### src/hdl/kvd_pkg.sv
// Package with the shared types, constants and CRC-32C helpers of the record deframer.
`default_nettype none

package kvd_pkg;

	localparam int FP_BYTES = 20;
	localparam int CNT_W = 33;
	localparam logic [CNT_W-1:0] MIN_RECORD = CNT_W'(FP_BYTES + 7);
	localparam logic [CNT_W-1:0] COUNT_MAX = {CNT_W{1'b1}};

	localparam logic [31:0] CRC_INIT = 32'hFFFF_FFFF;
	localparam logic [31:0] CRC_POLY = 32'h82F6_3B78;
	localparam logic [31:0] CRC_MASK_DELTA = 32'hA282_EAD8;

	localparam logic [2:0] KIND_FP = 3'd0;
	localparam logic [2:0] KIND_COMP = 3'd1;
	localparam logic [2:0] KIND_KEY = 3'd2;
	localparam logic [2:0] KIND_VAL = 3'd3;
	localparam logic [2:0] KIND_STATUS = 3'd4;

	localparam logic [2:0] ST_OK = 3'd0;
	localparam logic [2:0] ST_TRUNC = 3'd1;
	localparam logic [2:0] ST_COMP = 3'd2;
	localparam logic [2:0] ST_KEY = 3'd3;
	localparam logic [2:0] ST_VAL = 3'd4;
	localparam logic [2:0] ST_CRC_TRUNC = 3'd5;
	localparam logic [2:0] ST_CRC_BAD = 3'd6;

	localparam logic REG_RAW = 1'b0;
	localparam logic REG_LZ4 = 1'b1;

	typedef struct packed {
		logic       mode;
		logic [7:0] in_byte;
	} item_t;

	typedef struct packed {
		logic [7:0]       out_byte;
		logic [2:0]       kind;
		logic [2:0]       status_code;
		logic [CNT_W-1:0] record_length;
		logic             last;
	} res_t;

	typedef struct packed {
		logic [7:0] raw_code;
		logic [7:0] lz4_code;
	} cfg_t;

	function automatic logic [31:0] crc32c_byte(input logic [31:0] crc, input logic [7:0] b);
		logic [31:0] c;
		c = crc ^ {24'd0, b};
		for (int i = 0; i < 8; i++) begin
			c = c[0] ? ((c >> 1) ^ CRC_POLY) : (c >> 1);
		end
		return c;
	endfunction

	function automatic logic [31:0] crc_masked(input logic [31:0] crc);
		logic [31:0] c;
		c = ~crc;
		return {c[14:0], c[31:15]} + CRC_MASK_DELTA;
	endfunction

endpackage

`default_nettype wire

### src/hdl/kvd_if.sv
// Stream interfaces for the input beats and the result beats of the deframer.
`default_nettype none

interface kvd_in_if;
	logic       valid;
	logic       ready;
	logic       mode;
	logic [7:0] in_byte;

	modport source(output valid, output mode, output in_byte, input ready);
	modport sink(input valid, input mode, input in_byte, output ready);
endinterface

interface kvd_out_if;
	logic                     valid;
	logic                     ready;
	logic [7:0]               out_byte;
	logic [2:0]               kind;
	logic [2:0]               status_code;
	logic [kvd_pkg::CNT_W-1:0] record_length;
	logic                     last;

	modport source(output valid, output out_byte, output kind, output status_code,
		output record_length, output last, input ready);
	modport sink(input valid, input out_byte, input kind, input status_code,
		input record_length, input last, output ready);
endinterface

`default_nettype wire

### src/hdl/kvd_apb_regs.sv
// APB register file holding the two compression codes.
`default_nettype none

module kvd_apb_regs (
	input  wire logic        clk,
	input  wire logic        arst_n,
	input  wire logic        psel,
	input  wire logic        penable,
	input  wire logic        pwrite,
	input  wire logic [2:0]  paddr,
	input  wire logic [31:0] pwdata,
	output logic [31:0]      prdata,
	output logic             pready,
	output kvd_pkg::cfg_t    cfg
);

	logic [7:0] raw_code_q;
	logic [7:0] lz4_code_q;
	logic       wr_en;

	assign pready = 1'b1;
	assign wr_en = psel && penable && pwrite;

	always_ff @(posedge clk or negedge arst_n) begin
		if (!arst_n) begin
			raw_code_q <= 8'd0;
			lz4_code_q <= 8'd1;
		end else if (wr_en) begin
			unique case (paddr[2])
				kvd_pkg::REG_RAW: raw_code_q <= pwdata[7:0];
				kvd_pkg::REG_LZ4: lz4_code_q <= pwdata[7:0];
				default: ;
			endcase
		end
	end

	always_comb begin
		unique case (paddr[2])
			kvd_pkg::REG_RAW: prdata = {24'd0, raw_code_q};
			kvd_pkg::REG_LZ4: prdata = {24'd0, lz4_code_q};
			default: prdata = 32'd0;
		endcase
	end

	assign cfg.raw_code = raw_code_q;
	assign cfg.lz4_code = lz4_code_q;

endmodule

`default_nettype wire

### src/hdl/kvd_parser.sv
// Record parser: holds the per-record state and computes at most one result per byte.
`default_nettype none

module kvd_parser (
	input  wire logic          clk,
	input  wire logic          arst_n,
	input  wire logic          step,
	input  wire kvd_pkg::item_t item,
	input  wire kvd_pkg::cfg_t cfg,
	output logic               res_valid,
	output kvd_pkg::res_t      res
);

	localparam logic [3:0] PH_FP = 4'd0;
	localparam logic [3:0] PH_COMP = 4'd1;
	localparam logic [3:0] PH_KLEN = 4'd2;
	localparam logic [3:0] PH_KEY = 4'd3;
	localparam logic [3:0] PH_VLEN = 4'd4;
	localparam logic [3:0] PH_VAL = 4'd5;
	localparam logic [3:0] PH_CRC = 4'd6;
	localparam logic [3:0] PH_KEYBAD = 4'd7;
	localparam logic [3:0] PH_VALBAD = 4'd8;

	localparam int CW = kvd_pkg::CNT_W;

	logic [3:0]    phase_q, phase_d;
	logic [CW-1:0] field_q, field_d;
	logic [CW-1:0] total_q, total_d;
	logic [31:0]   acc_q, acc_d;
	logic [2:0]    shift_q, shift_d;
	logic [31:0]   crc_q, crc_d;
	logic [31:0]   stored_q, stored_d;
	logic          cfault_q, cfault_d;
	logic          disc_q, disc_d;

	logic [7:0]    b;
	logic [CW-1:0] tot1;
	logic [CW-1:0] fc1;
	logic [CW-1:0] fcd;
	logic [31:0]   crc_next;
	logic [31:0]   part;
	logic [31:0]   acc_new;
	logic [31:0]   stored_new;
	logic [2:0]    code;
	logic [3:0]    ph_done;

	assign b = item.in_byte;
	assign crc_next = kvd_pkg::crc32c_byte(crc_q, b);
	assign tot1 = (total_q < kvd_pkg::COUNT_MAX) ? total_q + CW'(1) : total_q;
	assign fc1 = field_q + CW'(1);
	assign fcd = (field_q != '0) ? field_q - CW'(1) : field_q;
	assign acc_new = acc_q | part;

	always_comb begin
		unique case (shift_q)
			3'd0: part = {25'd0, b[6:0]};
			3'd1: part = {18'd0, b[6:0], 7'd0};
			3'd2: part = {11'd0, b[6:0], 14'd0};
			3'd3: part = {4'd0, b[6:0], 21'd0};
			3'd4: part = {b[3:0], 28'd0};
			default: part = 32'd0;
		endcase
	end

	always_comb begin
		unique case (field_q[1:0])
			2'd0: stored_new = stored_q | {24'd0, b};
			2'd1: stored_new = stored_q | {16'd0, b, 8'd0};
			2'd2: stored_new = stored_q | {8'd0, b, 16'd0};
			2'd3: stored_new = stored_q | {b, 24'd0};
			default: stored_new = stored_q;
		endcase
	end

	always_comb begin
		priority if (total_q < kvd_pkg::MIN_RECORD) begin
			code = kvd_pkg::ST_TRUNC;
		end else if (cfault_q) begin
			code = kvd_pkg::ST_COMP;
		end else if (phase_q == PH_KLEN || phase_q == PH_KEY || phase_q == PH_KEYBAD) begin
			code = kvd_pkg::ST_KEY;
		end else if (phase_q == PH_VLEN || phase_q == PH_VAL || phase_q == PH_VALBAD) begin
			code = kvd_pkg::ST_VAL;
		end else if (phase_q == PH_CRC) begin
			code = kvd_pkg::ST_CRC_TRUNC;
		end else begin
			code = kvd_pkg::ST_TRUNC;
		end
	end

	always_comb begin
		if (phase_q == PH_KLEN) begin
			ph_done = (acc_new != 32'd0) ? PH_KEY : PH_VLEN;
		end else begin
			ph_done = (acc_new != 32'd0) ? PH_VAL : PH_CRC;
		end
	end

	always_comb begin
		phase_d = phase_q;
		field_d = field_q;
		total_d = total_q;
		acc_d = acc_q;
		shift_d = shift_q;
		crc_d = crc_q;
		stored_d = stored_q;
		cfault_d = cfault_q;
		disc_d = disc_q;
		res_valid = 1'b0;
		res = '0;

		if (item.mode) begin
			if (disc_q || total_q != '0) begin
				if (!disc_q) begin
					res_valid = 1'b1;
					res.kind = kvd_pkg::KIND_STATUS;
					res.status_code = code;
					res.last = 1'b1;
				end
				disc_d = 1'b0;
				phase_d = PH_FP;
				field_d = '0;
				total_d = '0;
				acc_d = '0;
				shift_d = '0;
				crc_d = kvd_pkg::CRC_INIT;
				stored_d = '0;
				cfault_d = 1'b0;
			end
		end else if (!disc_q) begin
			total_d = tot1;
			if (cfault_q || phase_q == PH_KEYBAD || phase_q == PH_VALBAD) begin
				if (tot1 >= kvd_pkg::MIN_RECORD) begin
					disc_d = 1'b1;
					res_valid = 1'b1;
					res.kind = kvd_pkg::KIND_STATUS;
					res.last = 1'b1;
					res.status_code = cfault_q ? kvd_pkg::ST_COMP :
						((phase_q == PH_KEYBAD) ? kvd_pkg::ST_KEY : kvd_pkg::ST_VAL);
				end
			end else begin
				unique case (phase_q)
					PH_FP: begin
						crc_d = crc_next;
						if (fc1 >= CW'(kvd_pkg::FP_BYTES)) begin
							field_d = '0;
							phase_d = PH_COMP;
						end else begin
							field_d = fc1;
						end
						res_valid = 1'b1;
						res.out_byte = b;
						res.kind = kvd_pkg::KIND_FP;
					end
					PH_COMP: begin
						crc_d = crc_next;
						if (b != cfg.raw_code && b != cfg.lz4_code) begin
							cfault_d = 1'b1;
						end
						phase_d = PH_KLEN;
						acc_d = '0;
						shift_d = '0;
						res_valid = 1'b1;
						res.out_byte = b;
						res.kind = kvd_pkg::KIND_COMP;
					end
					PH_KLEN, PH_VLEN: begin
						crc_d = crc_next;
						acc_d = acc_new;
						if (!b[7]) begin
							field_d = CW'(acc_new);
							acc_d = '0;
							shift_d = '0;
							phase_d = ph_done;
							if (ph_done == PH_CRC) begin
								field_d = '0;
								stored_d = '0;
							end
						end else if (shift_q >= 3'd4) begin
							if (tot1 >= kvd_pkg::MIN_RECORD) begin
								disc_d = 1'b1;
								res_valid = 1'b1;
								res.kind = kvd_pkg::KIND_STATUS;
								res.last = 1'b1;
								res.status_code = (phase_q == PH_KLEN) ? kvd_pkg::ST_KEY :
									kvd_pkg::ST_VAL;
							end else begin
								phase_d = (phase_q == PH_KLEN) ? PH_KEYBAD : PH_VALBAD;
							end
						end else begin
							shift_d = shift_q + 3'd1;
						end
					end
					PH_KEY, PH_VAL: begin
						crc_d = crc_next;
						field_d = fcd;
						if (fcd == '0) begin
							if (phase_q == PH_KEY) begin
								phase_d = PH_VLEN;
							end else begin
								phase_d = PH_CRC;
								stored_d = '0;
							end
						end
						res_valid = 1'b1;
						res.out_byte = b;
						res.kind = (phase_q == PH_KEY) ? kvd_pkg::KIND_KEY : kvd_pkg::KIND_VAL;
					end
					PH_CRC: begin
						stored_d = stored_new;
						field_d = fc1;
						if (fc1 >= CW'(4)) begin
							res_valid = 1'b1;
							res.kind = kvd_pkg::KIND_STATUS;
							res.last = 1'b1;
							if (kvd_pkg::crc_masked(crc_q) == stored_new) begin
								res.status_code = kvd_pkg::ST_OK;
								res.record_length = tot1;
								phase_d = PH_FP;
								field_d = '0;
								total_d = '0;
								acc_d = '0;
								shift_d = '0;
								crc_d = kvd_pkg::CRC_INIT;
								stored_d = '0;
								cfault_d = 1'b0;
							end else begin
								res.status_code = kvd_pkg::ST_CRC_BAD;
								disc_d = 1'b1;
							end
						end
					end
					default: ;
				endcase
			end
		end
	end

	always_ff @(posedge clk or negedge arst_n) begin
		if (!arst_n) begin
			phase_q <= PH_FP;
			field_q <= '0;
			total_q <= '0;
			acc_q <= '0;
			shift_q <= '0;
			crc_q <= kvd_pkg::CRC_INIT;
			stored_q <= '0;
			cfault_q <= 1'b0;
			disc_q <= 1'b0;
		end else if (step) begin
			phase_q <= phase_d;
			field_q <= field_d;
			total_q <= total_d;
			acc_q <= acc_d;
			shift_q <= shift_d;
			crc_q <= crc_d;
			stored_q <= stored_d;
			cfault_q <= cfault_d;
			disc_q <= disc_d;
		end
	end

endmodule

`default_nettype wire

### src/hdl/kv_record_deframer_crc32c_core.sv
// Top level of the length-prefixed record deframer with CRC-32C check.
//
//   Port      Dir   Handshake      Beat contents
//   rec_in    in    valid/ready    mode, in_byte
//   rec_out   out   valid/ready    out_byte, kind, status_code, record_length, last
//   APB       in    psel/penable   raw_code at 0x0, lz4_code at 0x4
//
// One beat is accepted per cycle while rec_out is not stalled; a result passes first through
// the input register and then through the result register.
// The CRC-32C byte update and the field counters form the single step between them.
// arst_n clears the parser state, both valid flags and the codes to raw 0, lz4 1.
// While rec_out is stalled the result holds and the input register still fills once.
`default_nettype none

module kv_record_deframer_crc32c_core (
	input  wire logic        clk,
	input  wire logic        arst_n,
	kvd_in_if.sink           rec_in,
	kvd_out_if.source        rec_out,
	input  wire logic        psel,
	input  wire logic        penable,
	input  wire logic        pwrite,
	input  wire logic [2:0]  paddr,
	input  wire logic [31:0] pwdata,
	output logic [31:0]      prdata,
	output logic             pready
);

	kvd_pkg::cfg_t  cfg;
	kvd_pkg::item_t item_s1;
	logic           valid_s1;
	logic           step;
	logic           res_valid;
	kvd_pkg::res_t  res;
	kvd_pkg::res_t  res_q;
	logic           out_valid_q;

	kvd_apb_regs u_regs (
		.clk    (clk),
		.arst_n (arst_n),
		.psel   (psel),
		.penable(penable),
		.pwrite (pwrite),
		.paddr  (paddr),
		.pwdata (pwdata),
		.prdata (prdata),
		.pready (pready),
		.cfg    (cfg)
	);

	assign step = valid_s1 && (!out_valid_q || rec_out.ready);
	assign rec_in.ready = !valid_s1 || step;

	always_ff @(posedge clk or negedge arst_n) begin
		if (!arst_n) begin
			valid_s1 <= 1'b0;
		end else if (rec_in.ready) begin
			valid_s1 <= rec_in.valid;
		end
	end

	always_ff @(posedge clk) begin
		if (rec_in.valid && rec_in.ready) begin
			item_s1.mode <= rec_in.mode;
			item_s1.in_byte <= rec_in.in_byte;
		end
	end

	kvd_parser u_parser (
		.clk      (clk),
		.arst_n   (arst_n),
		.step     (step),
		.item     (item_s1),
		.cfg      (cfg),
		.res_valid(res_valid),
		.res      (res)
	);

	always_ff @(posedge clk or negedge arst_n) begin
		if (!arst_n) begin
			out_valid_q <= 1'b0;
		end else if (step) begin
			out_valid_q <= res_valid;
		end else if (rec_out.ready) begin
			out_valid_q <= 1'b0;
		end
	end

	always_ff @(posedge clk) begin
		if (step && res_valid) begin
			res_q <= res;
		end
	end

	assign rec_out.valid = out_valid_q;
	assign rec_out.out_byte = res_q.out_byte;
	assign rec_out.kind = res_q.kind;
	assign rec_out.status_code = res_q.status_code;
	assign rec_out.record_length = res_q.record_length;
	assign rec_out.last = res_q.last;

endmodule

`default_nettype wire

### src/flat_wrapper.sv
// flat-port wrapper written by rule: the top's interface ports become plain ports
module kv_record_deframer_crc32c_core_flat 
  (clk, arst_n, psel, penable, pwrite, paddr, pwdata, prdata, pready, rec_in_valid, rec_in_mode, rec_in_in_byte, rec_in_ready, rec_out_valid, rec_out_out_byte, rec_out_kind, rec_out_status_code, rec_out_record_length, rec_out_last, rec_out_ready);
  kvd_in_if rec_in_i ();
  kvd_out_if rec_out_i ();
  input  wire logic clk;
  input  wire logic arst_n;
  input  wire logic psel;
  input  wire logic penable;
  input  wire logic pwrite;
  input  wire logic [2:0] paddr;
  input  wire logic [31:0] pwdata;
  output logic [31:0] prdata;
  output logic pready;
  input wire logic [$bits(rec_in_i.valid)-1:0] rec_in_valid;
  input wire logic [$bits(rec_in_i.mode)-1:0] rec_in_mode;
  input wire logic [$bits(rec_in_i.in_byte)-1:0] rec_in_in_byte;
  output wire logic [$bits(rec_in_i.ready)-1:0] rec_in_ready;
  output wire logic [$bits(rec_out_i.valid)-1:0] rec_out_valid;
  output wire logic [$bits(rec_out_i.out_byte)-1:0] rec_out_out_byte;
  output wire logic [$bits(rec_out_i.kind)-1:0] rec_out_kind;
  output wire logic [$bits(rec_out_i.status_code)-1:0] rec_out_status_code;
  output wire logic [$bits(rec_out_i.record_length)-1:0] rec_out_record_length;
  output wire logic [$bits(rec_out_i.last)-1:0] rec_out_last;
  input wire logic [$bits(rec_out_i.ready)-1:0] rec_out_ready;
  assign rec_in_i.valid = rec_in_valid;
  assign rec_in_i.mode = rec_in_mode;
  assign rec_in_i.in_byte = rec_in_in_byte;
  assign rec_in_ready = rec_in_i.ready;
  assign rec_out_valid = rec_out_i.valid;
  assign rec_out_out_byte = rec_out_i.out_byte;
  assign rec_out_kind = rec_out_i.kind;
  assign rec_out_status_code = rec_out_i.status_code;
  assign rec_out_record_length = rec_out_i.record_length;
  assign rec_out_last = rec_out_i.last;
  assign rec_out_i.ready = rec_out_ready;
  kv_record_deframer_crc32c_core u_core (.clk(clk), .arst_n(arst_n), .rec_in(rec_in_i), .rec_out(rec_out_i), .psel(psel), .penable(penable), .pwrite(pwrite), .paddr(paddr), .pwdata(pwdata), .prdata(prdata), .pready(pready));
endmodule
### config.mk
export PLATFORM = sky130hd
export DESIGN_NAME = kv_record_deframer_crc32c_core_flat
export DESIGN_NICKNAME = d
export VERILOG_FILES = /design/src/hdl/kvd_pkg.sv /design/src/hdl/kvd_if.sv /design/src/hdl/kvd_apb_regs.sv /design/src/hdl/kvd_parser.sv /design/src/hdl/kv_record_deframer_crc32c_core.sv /design/src/flat_wrapper.sv
export SDC_FILE = /design/constraint.sdc
export NUM_CORES = 1
export LEC_CHECK = 0
export BUFFER_PORTS_ARGS = -buffer_cell sky130_fd_sc_hd__buf_2
export CORE_MARGIN = 10
export CORE_UTILIZATION = 35
export DETAILED_ROUTE_END_ITERATION = 6
export PLACE_DENSITY = 0.62
export SLEW_MARGIN = 20
export SYNTH_ARGS = -nofsm -noshare
export SYNTH_HDL_FRONTEND = slang
export SYNTH_HIERARCHICAL = 1
export SYNTH_SLANG_ARGS = --single-unit
### constraint.sdc
create_clock -name clk -period 5.7 [get_ports clk]
set_input_delay 1.14 -clock clk [delete_from_list [all_inputs] [get_ports clk]]
set_output_delay 1.14 -clock clk [all_outputs]
set_load 0.03 [all_outputs]
[Word level (Yosys, flattened, before mapping)]
Index checks and enable logic that the tools add are counted.
Operators by class
  reductions and logical operators: 48
  bitwise operators: 20
  eq/ne operators: 33
  add/subtract/negate cells: 5
  mux-type cells: 134
  order comparisons: 6
Operator list (count)
  32-bit 2-to-1 mux: 31
  33-bit 2-to-1 mux: 19
  32-bit one-hot mux with 3 select lines: 2
  32-bit one-hot mux with 5 select lines: 1
  16-bit NOT with 17-bit output: 8
  33-bit one-hot mux with 4 select lines: 1
  32-bit one-hot mux with 2 select lines: 2
  32-bit one-hot mux with 4 select lines: 1
  40-bit 2-to-1 mux: 2
  33-bit by 1-bit adder with 33-bit output (second input constant): 2
  33-bit by 5-bit >= comparator with 1-bit output (second input constant): 2
  33-bit nonzero test: 2
  32-bit OR: 2
  3-bit 2-to-1 mux: 19
  4-bit 2-to-1 mux: 12
  6-bit 2-to-1 mux: 8
  33-bit by 3-bit >= comparator with 1-bit output (second input constant): 1
  33-bit logical NOT: 1
  33-bit less-than comparator (second input constant): 1
  33-bit by 5-bit less-than comparator with 1-bit output (second input constant): 1
  33-bit by 1-bit subtractor with 33-bit output (second input constant): 1
  32-bit adder (second input constant): 1
  32-bit == test: 1
  32-bit NOT: 1
  other kinds (52): 124
Storage, ports and cells
  output and inout port bits: 83
  bits in registers: 246
  word-level logic and storage cells: 266
  input port bits: 51

[Depth between registers and ports, before layout]
  depth in word-level cells: 21
  depth in mapped cells: 19
  depth with buffers taken out: 15

[Hierarchy]
The synthesis kept the hierarchy.
By module, submodules not included
  kvd_parser: area an instance 14981.9 µm², seq. area each 4319.1 µm², cells each 1946, instances 1
  kv_record_deframer_crc32c_core: area an instance 1820.5 µm², seq. area each 1761.7 µm², cells each 67, instances 1
  kvd_apb_regs: area an instance 923.4 µm², seq. area each 401.6 µm², cells each 70, instances 1

[Worst setup path after synthesis]
Ideal clock, no wire load.
  kind: register -> register
  from: register u_core.u_parser.total_q[4]
  to: register u_core.res_q, in the netlist u_core/rec_out.kind[0] (enable)
  period minus slack after synthesis: 5.437 ns
  stages on the path, launching flop included: 15
  data arrival time: 4.977 ns
  path slack: 0.263 ns
  setup time: 0.459 ns
  required time: 5.241 ns
  path buffers: 1
  path through: dfrtp_1 -> buf_2 -> nand3_1 -> or4_1 -> a31oi_1 -> nand4_1 -> or2_2 -> xor2_1 -> nand2_1 -> nor3_2 -> a211oi_1 -> nor2_1 -> a21oi_1 -> nand2_1 -> nor2b_1
On the way
  cells in the longest elaborated chain, start to end: 11
  elaborated cells on any way between the ends: 15
  those cells by class: 1 x add/sub; 2 x order compare; 9 x mux; 3 x reduce/logical
Ends and longest elaborated chain
  start, declared: line kvd_parser.sv:28  | logic [CW-1:0] total_q, total_d;
  start signal, assigned: line kvd_parser.sv:253  | total_q <= total_d;
  33-bit by 1-bit adder with 33-bit output or 33-bit less-than comparator (tied branches): line kvd_parser.sv:49  | assign tot1 = (total_q < kvd_pkg::COUNT_MAX) ? total_q + CW'(1) : total_q;
  33-bit 2-to-1 mux: line kvd_parser.sv:49
  33-bit by 5-bit >= comparator with 1-bit output: line kvd_parser.sv:133, kvd_parser.sv:180
  1-bit 2-to-1 mux: line kvd_parser.sv:133, kvd_parser.sv:180
  1-bit 2-to-1 mux: line kvd_parser.sv:179  | end else if (shift_q >= 3'd4) begin
  1-bit 2-to-1 mux: line kvd_parser.sv:170  | if (!b[7]) begin
  1-bit one-hot mux with 3 select lines: line kvd_parser.sv:142  | unique case (phase_q)
  1-bit 2-to-1 mux: line kvd_parser.sv:132  | if (cfault_q || phase_q == PH_KEYBAD || phase_q == PH_VALBAD) begin
  1-bit 2-to-1 mux: line kvd_parser.sv:130  | end else if (!disc_q) begin
  1-bit 2-to-1 mux (*): line kvd_parser.sv:112  | if (item.mode) begin
  net u_core.res_valid: line kv_record_deframer_crc32c_core.sv:33  | logic res_valid;
  1-bit logical AND (*): line kv_record_deframer_crc32c_core.sv:90  | if (step && res_valid) begin
  end signal, assigned: line kv_record_deframer_crc32c_core.sv:91  | res_q <= res;
  end, declared: line kv_record_deframer_crc32c_core.sv:35  | kvd_pkg::res_t res_q;
The timed path passes the listed nets; every way through them passes the cells marked *.
A chain may end at the register's enable or synchronous reset.

[Worst setup path after layout]
  from: register u_core.u_parser.field_q[3]
  to: register u_core.res_q, in the netlist u_core/rec_out.out_byte[5] (enable)
On the way
  cells in the longest elaborated chain, start to end: 8
Ends and longest elaborated chain
  start, declared: line kvd_parser.sv:27  | logic [CW-1:0] field_q, field_d;
  start signal, assigned: line kvd_parser.sv:252  | field_q <= field_d;
  33-bit by 1-bit adder with 33-bit output: line kvd_parser.sv:50  | assign fc1 = field_q + CW'(1);
  33-bit by 3-bit >= comparator with 1-bit output: line kvd_parser.sv:212  | if (fc1 >= CW'(4)) begin
  1-bit 2-to-1 mux: line kvd_parser.sv:212
  1-bit one-hot mux with 3 select lines: line kvd_parser.sv:142
  1-bit 2-to-1 mux: line kvd_parser.sv:132
  1-bit 2-to-1 mux: line kvd_parser.sv:130
  1-bit 2-to-1 mux: line kvd_parser.sv:112
  net u_core.res_valid: line kv_record_deframer_crc32c_core.sv:33
  1-bit logical AND: line kv_record_deframer_crc32c_core.sv:90
The timed path passes the listed nets, and every way through them passes these cells.

==> flow_summary_export.csv <==
group,metric,value,unit
worst_setup_path,crit_path_start_kind,"register",
pwr,p_clk_share,17.0,%
final_layout,finalNetCount,2143,
synth,ys_seq_area_share,36.6,%
clock_network,htree_num_levels,1,
grt,grt_max_degree,101,
route,final_antenna_net_count,0,
worst_setup_path,path_depth,13,
clock_network,clock_sink_count,246,
hold_path,hp-class,"register to register",
synth,ys_ff_latch,246,
worst_setup_path,slowest_delay,620,ps
synth,synthArstFlopShare,76.8,%
clock_network,path_clk_slew,60,ps
status,status,"completed",
timing,drv_slew,0,
worst_setup_path,crit_start,"u_core/u_parser/field_q[3]",
route,dr_wl_met2,26500,µm
pwr,combinationalPowerShare,57.7,%
worst_setup_path,crit_buf_inv,1,
pwr,pwr_density_cell,597,nW/µm²
clock_network,cts_tree,"built",
grt,overflow,0,
worst_setup_path,reg2regPathDepth,13,
worst_setup_path,cp_max_fo,28,
route,drt-initial-drc-count,1529,
timing,fmax,0.202,GHz
place,portBuffers,82,
place,routabilityCongestion,0.943,
clock_network,ctsHoldBuffers,0,
synth,yosysWarnings,6,
die,pin_count,134,
route,first_pass_iters,6,
timing,rsz0062_at_grt,"no",
place,placed_area,18500,µm²
pwr,switchingPower,5520,µW
worst_setup_path,timing.rr.start,"u_core/u_parser/field_q[3]",
clock_network,cts.path.max_buffers,3,
pwr,power.total,11700,µW
pwr,switching_share,47.2,%
die,rows,82,
grt,grt_pass1_wl,89000,µm
route,vias_per_cell,5.80,
job,drv_cap,0,
worst_setup_path,crit_arrival,5260,ps
route,drcViolationCount,0,
worst_setup_path,endpoint,"u_core/rec_out.out_byte[5]",
timing,hold_viol_final,0,
route,dr_wl_met3,3570,µm
synth,synthTopCellsByArea,"dfrtp_1 22%, edfxtp_1 9.7%, xnor2_1 7.8%",
worst_setup_path,worstSetupPathType,"register to register",
final_layout,layout-drive-gt1-share,13.9,%
pwr,vdd_ir_drop_max,355,µV
timing,period_share,86.9,%
synth,syn_inst,2083,
die,dieArea,60000,µm²
worst_setup_path,cpMaxStageDelayCell,"dfrtp_1",
timing,fin_tns_setup,0,ps
grt,grt_usage,18.1,%
synth,yosys.area.top_type_share,22.0,%
clock_network,ctsResizeCount,0,
synth,synth_top_area_cell,"dfrtp_1",
synth,syn-mean-instance-area,8.51,µm²
final_layout,layout_common_cells,"198 x nor2_1, 158 x nand2_1, 157 x xnor2_1",
die,dieWidth,245,µm
synth,synth_edf_count,57,
worst_setup_path,crit_family,"simple AND/OR/NAND/NOR gates",
route,m1WireLength,24400,µm
synth,synth_cell_types,106,
route,vias,16100,
die,initial_utilization,35.4,%
timing,skew,9.70,ps
die,die_y,245,µm
route,top_layer_used,"met4",
timing,min_period,4950,ps
timing,max_slew_margin,26.2,%
synth,netlist_area,17700,µm²
final_layout,final_area,19600,µm²
grt,grt_pass1_vias,15400,
final_layout,final_common_cell,"nor2_1",
worst_setup_path,crit_required,6010,ps
pwr,p_leak,0.00786,µW
worst_setup_path,r2r_end,"u_core/rec_out.out_byte[5]",
worst_setup_path,path_cells,"and3_1, nand2_1, nor4_1, xor2_1, or4b_1, nor4_1, or4b_4, and2_1, a2111oi_2, a21oi_1, nand2_1, nor2b_4, buf_12",
worst_setup_path,worstSetupEndpointType,"register",
synth,ys.flop_type,"dfrtp_1",
route,wl_per_cell,20.4,µm
grt,antenna_found_initial,0,
place,hpwl,40500,µm
clock_network,cts.root.buffer_cell,"clkbuf_16",
route,drt-total-wl,56500,µm
clock_network,post_cts_buffers,0,
clock_network,clk_latency,570,ps
timing,tightest_slew,1110,ps
die,core-area,50100,µm²
worst_setup_path,rrSetupSlack,750,ps
clock_network,cts_buffers,28,
pwr,p_seq_share,25.3,%
final_layout,utilization,39.1,%
final_layout,area_growth,10.3,%
pwr,intPower,6160,µW
timing,finalSetupViolCount,0,
[sequential cells by signal, summed over array words and instances, names as in the netlist]
signal and count:
u_core/item_s1 9, u_core/rec_out.kind 3, u_core/rec_out.last 1, u_core/rec_out.out_byte 8
u_core/rec_out.record_length 33, u_core/rec_out.status_code 3, u_core/rec_out.valid 1, u_core/u_parser/acc_q 32
u_core/u_parser/cfault_q 1, u_core/u_parser/crc_q 32, u_core/u_parser/disc_q 1, u_core/u_parser/field_q 33
u_core/u_parser/phase_q 4, u_core/u_parser/shift_q 3, u_core/u_parser/stored_q 32, u_core/u_parser/total_q 33
u_core/u_regs/lz4_code_q 8, u_core/u_regs/raw_code_q 8, u_core/valid_s1 1
[metal layers]
layer	global-route usage, %	vias up
met5	0	-
met2	29.5	635
met3	2.19	114
li1	-	7496
met1	24.1	7836
met4	6.85	0
[cell type report]
| type | count | area (µm²) |
|---|---|---|
| multi-input cells | 1588 | 10100 |
| fillers | 5097 | 30500 |
| clock inverters | 12 | 213 |
| inverters | 80 | 300 |
| well taps | 672 | 841 |
| diodes | 1 | 2.50 |
| repair buffers | 134 | 847 |
| flip-flops and latches | 246 | 6480 |
| clock buffers | 40 | 797 |
[logic make-up after synthesis]
group,after synthesis,synth area share [%]
flops,246,36.6
simple gates,765,22.8
fa+ha+maj,14,0.988
mux,39,2.41
xor+xnor,198,9.99
buf+inv,272,7.17
compound gates,547,20.0
other cells,2,0.0424
[worst min path at each step]
stage	from	end	slack [ps]	cells past startpoint
3_3_place_gp	u_core/u_parser/stored_q[4]	u_core/u_parser/stored_q[4]	470	2
2_1_floorplan	u_core/u_parser/stored_q[21]	u_core/u_parser/stored_q[21]	460	2
5_1_grt	u_core/u_parser/stored_q[26]	u_core/u_parser/stored_q[26]	520	2
6_report	u_core/u_parser/stored_q[18]	u_core/u_parser/stored_q[18]	500	2
3_5_place_dp	u_core/u_parser/stored_q[25]	u_core/u_parser/stored_q[25]	480	2
4_1_cts	u_core/u_parser/stored_q[18]	u_core/u_parser/stored_q[18]	500	2
[cells in the mapped netlist (24+ instances only)]
library cell / number
dfrtp_1: 156
o22ai_1: 24
nand4_1: 46
buf_4: 36
clkbuf_1: 101
o221ai_1: 32
edfxtp_1: 57
nand3_1: 65
nand2_1: 158
nor4_1: 34
xnor2_1: 157
xor2_1: 37
and3_1: 26
nor2_1: 198
a31oi_1: 65
buf_2: 37
dfstp_2: 33
inv_1: 78
mux2_2: 27
o21ai_0: 64
o21ai_1: 32
a21oi_1: 154
a22oi_1: 30
nor3_1: 58
and2_1: 33
[through the flow]
step	hold slack (ps)	instances	setup slack [ps]
after floorplan	457	2106	263
after global placement	470	2719	755
after detailed placement	483	2719	675
after CTS	497	2771	632
after global routing	516	2772	273
final	495	2773	749
[tightest hold or removal path, delay by kind of cell, from the launching register on]
kind / cells / cell delay, ps
flip-flops: 1 / 340
AND/OR/NAND/NOR: 1 / 70
AO/OA/AOI/OAI: 1 / 40
[power by group through the flow]
stage               registers [µW]  clock network, µW  logic [µW]
detailed placement            2970                  0        6600
floorplan                     2830                  0        5050
global route                  3020               2120        7290
CTS                           2950               2040        6640
global placement              2960                  0        6550
finish                        2960               1990        6730
No activity file was read; power rests on OpenSTA's default activity.
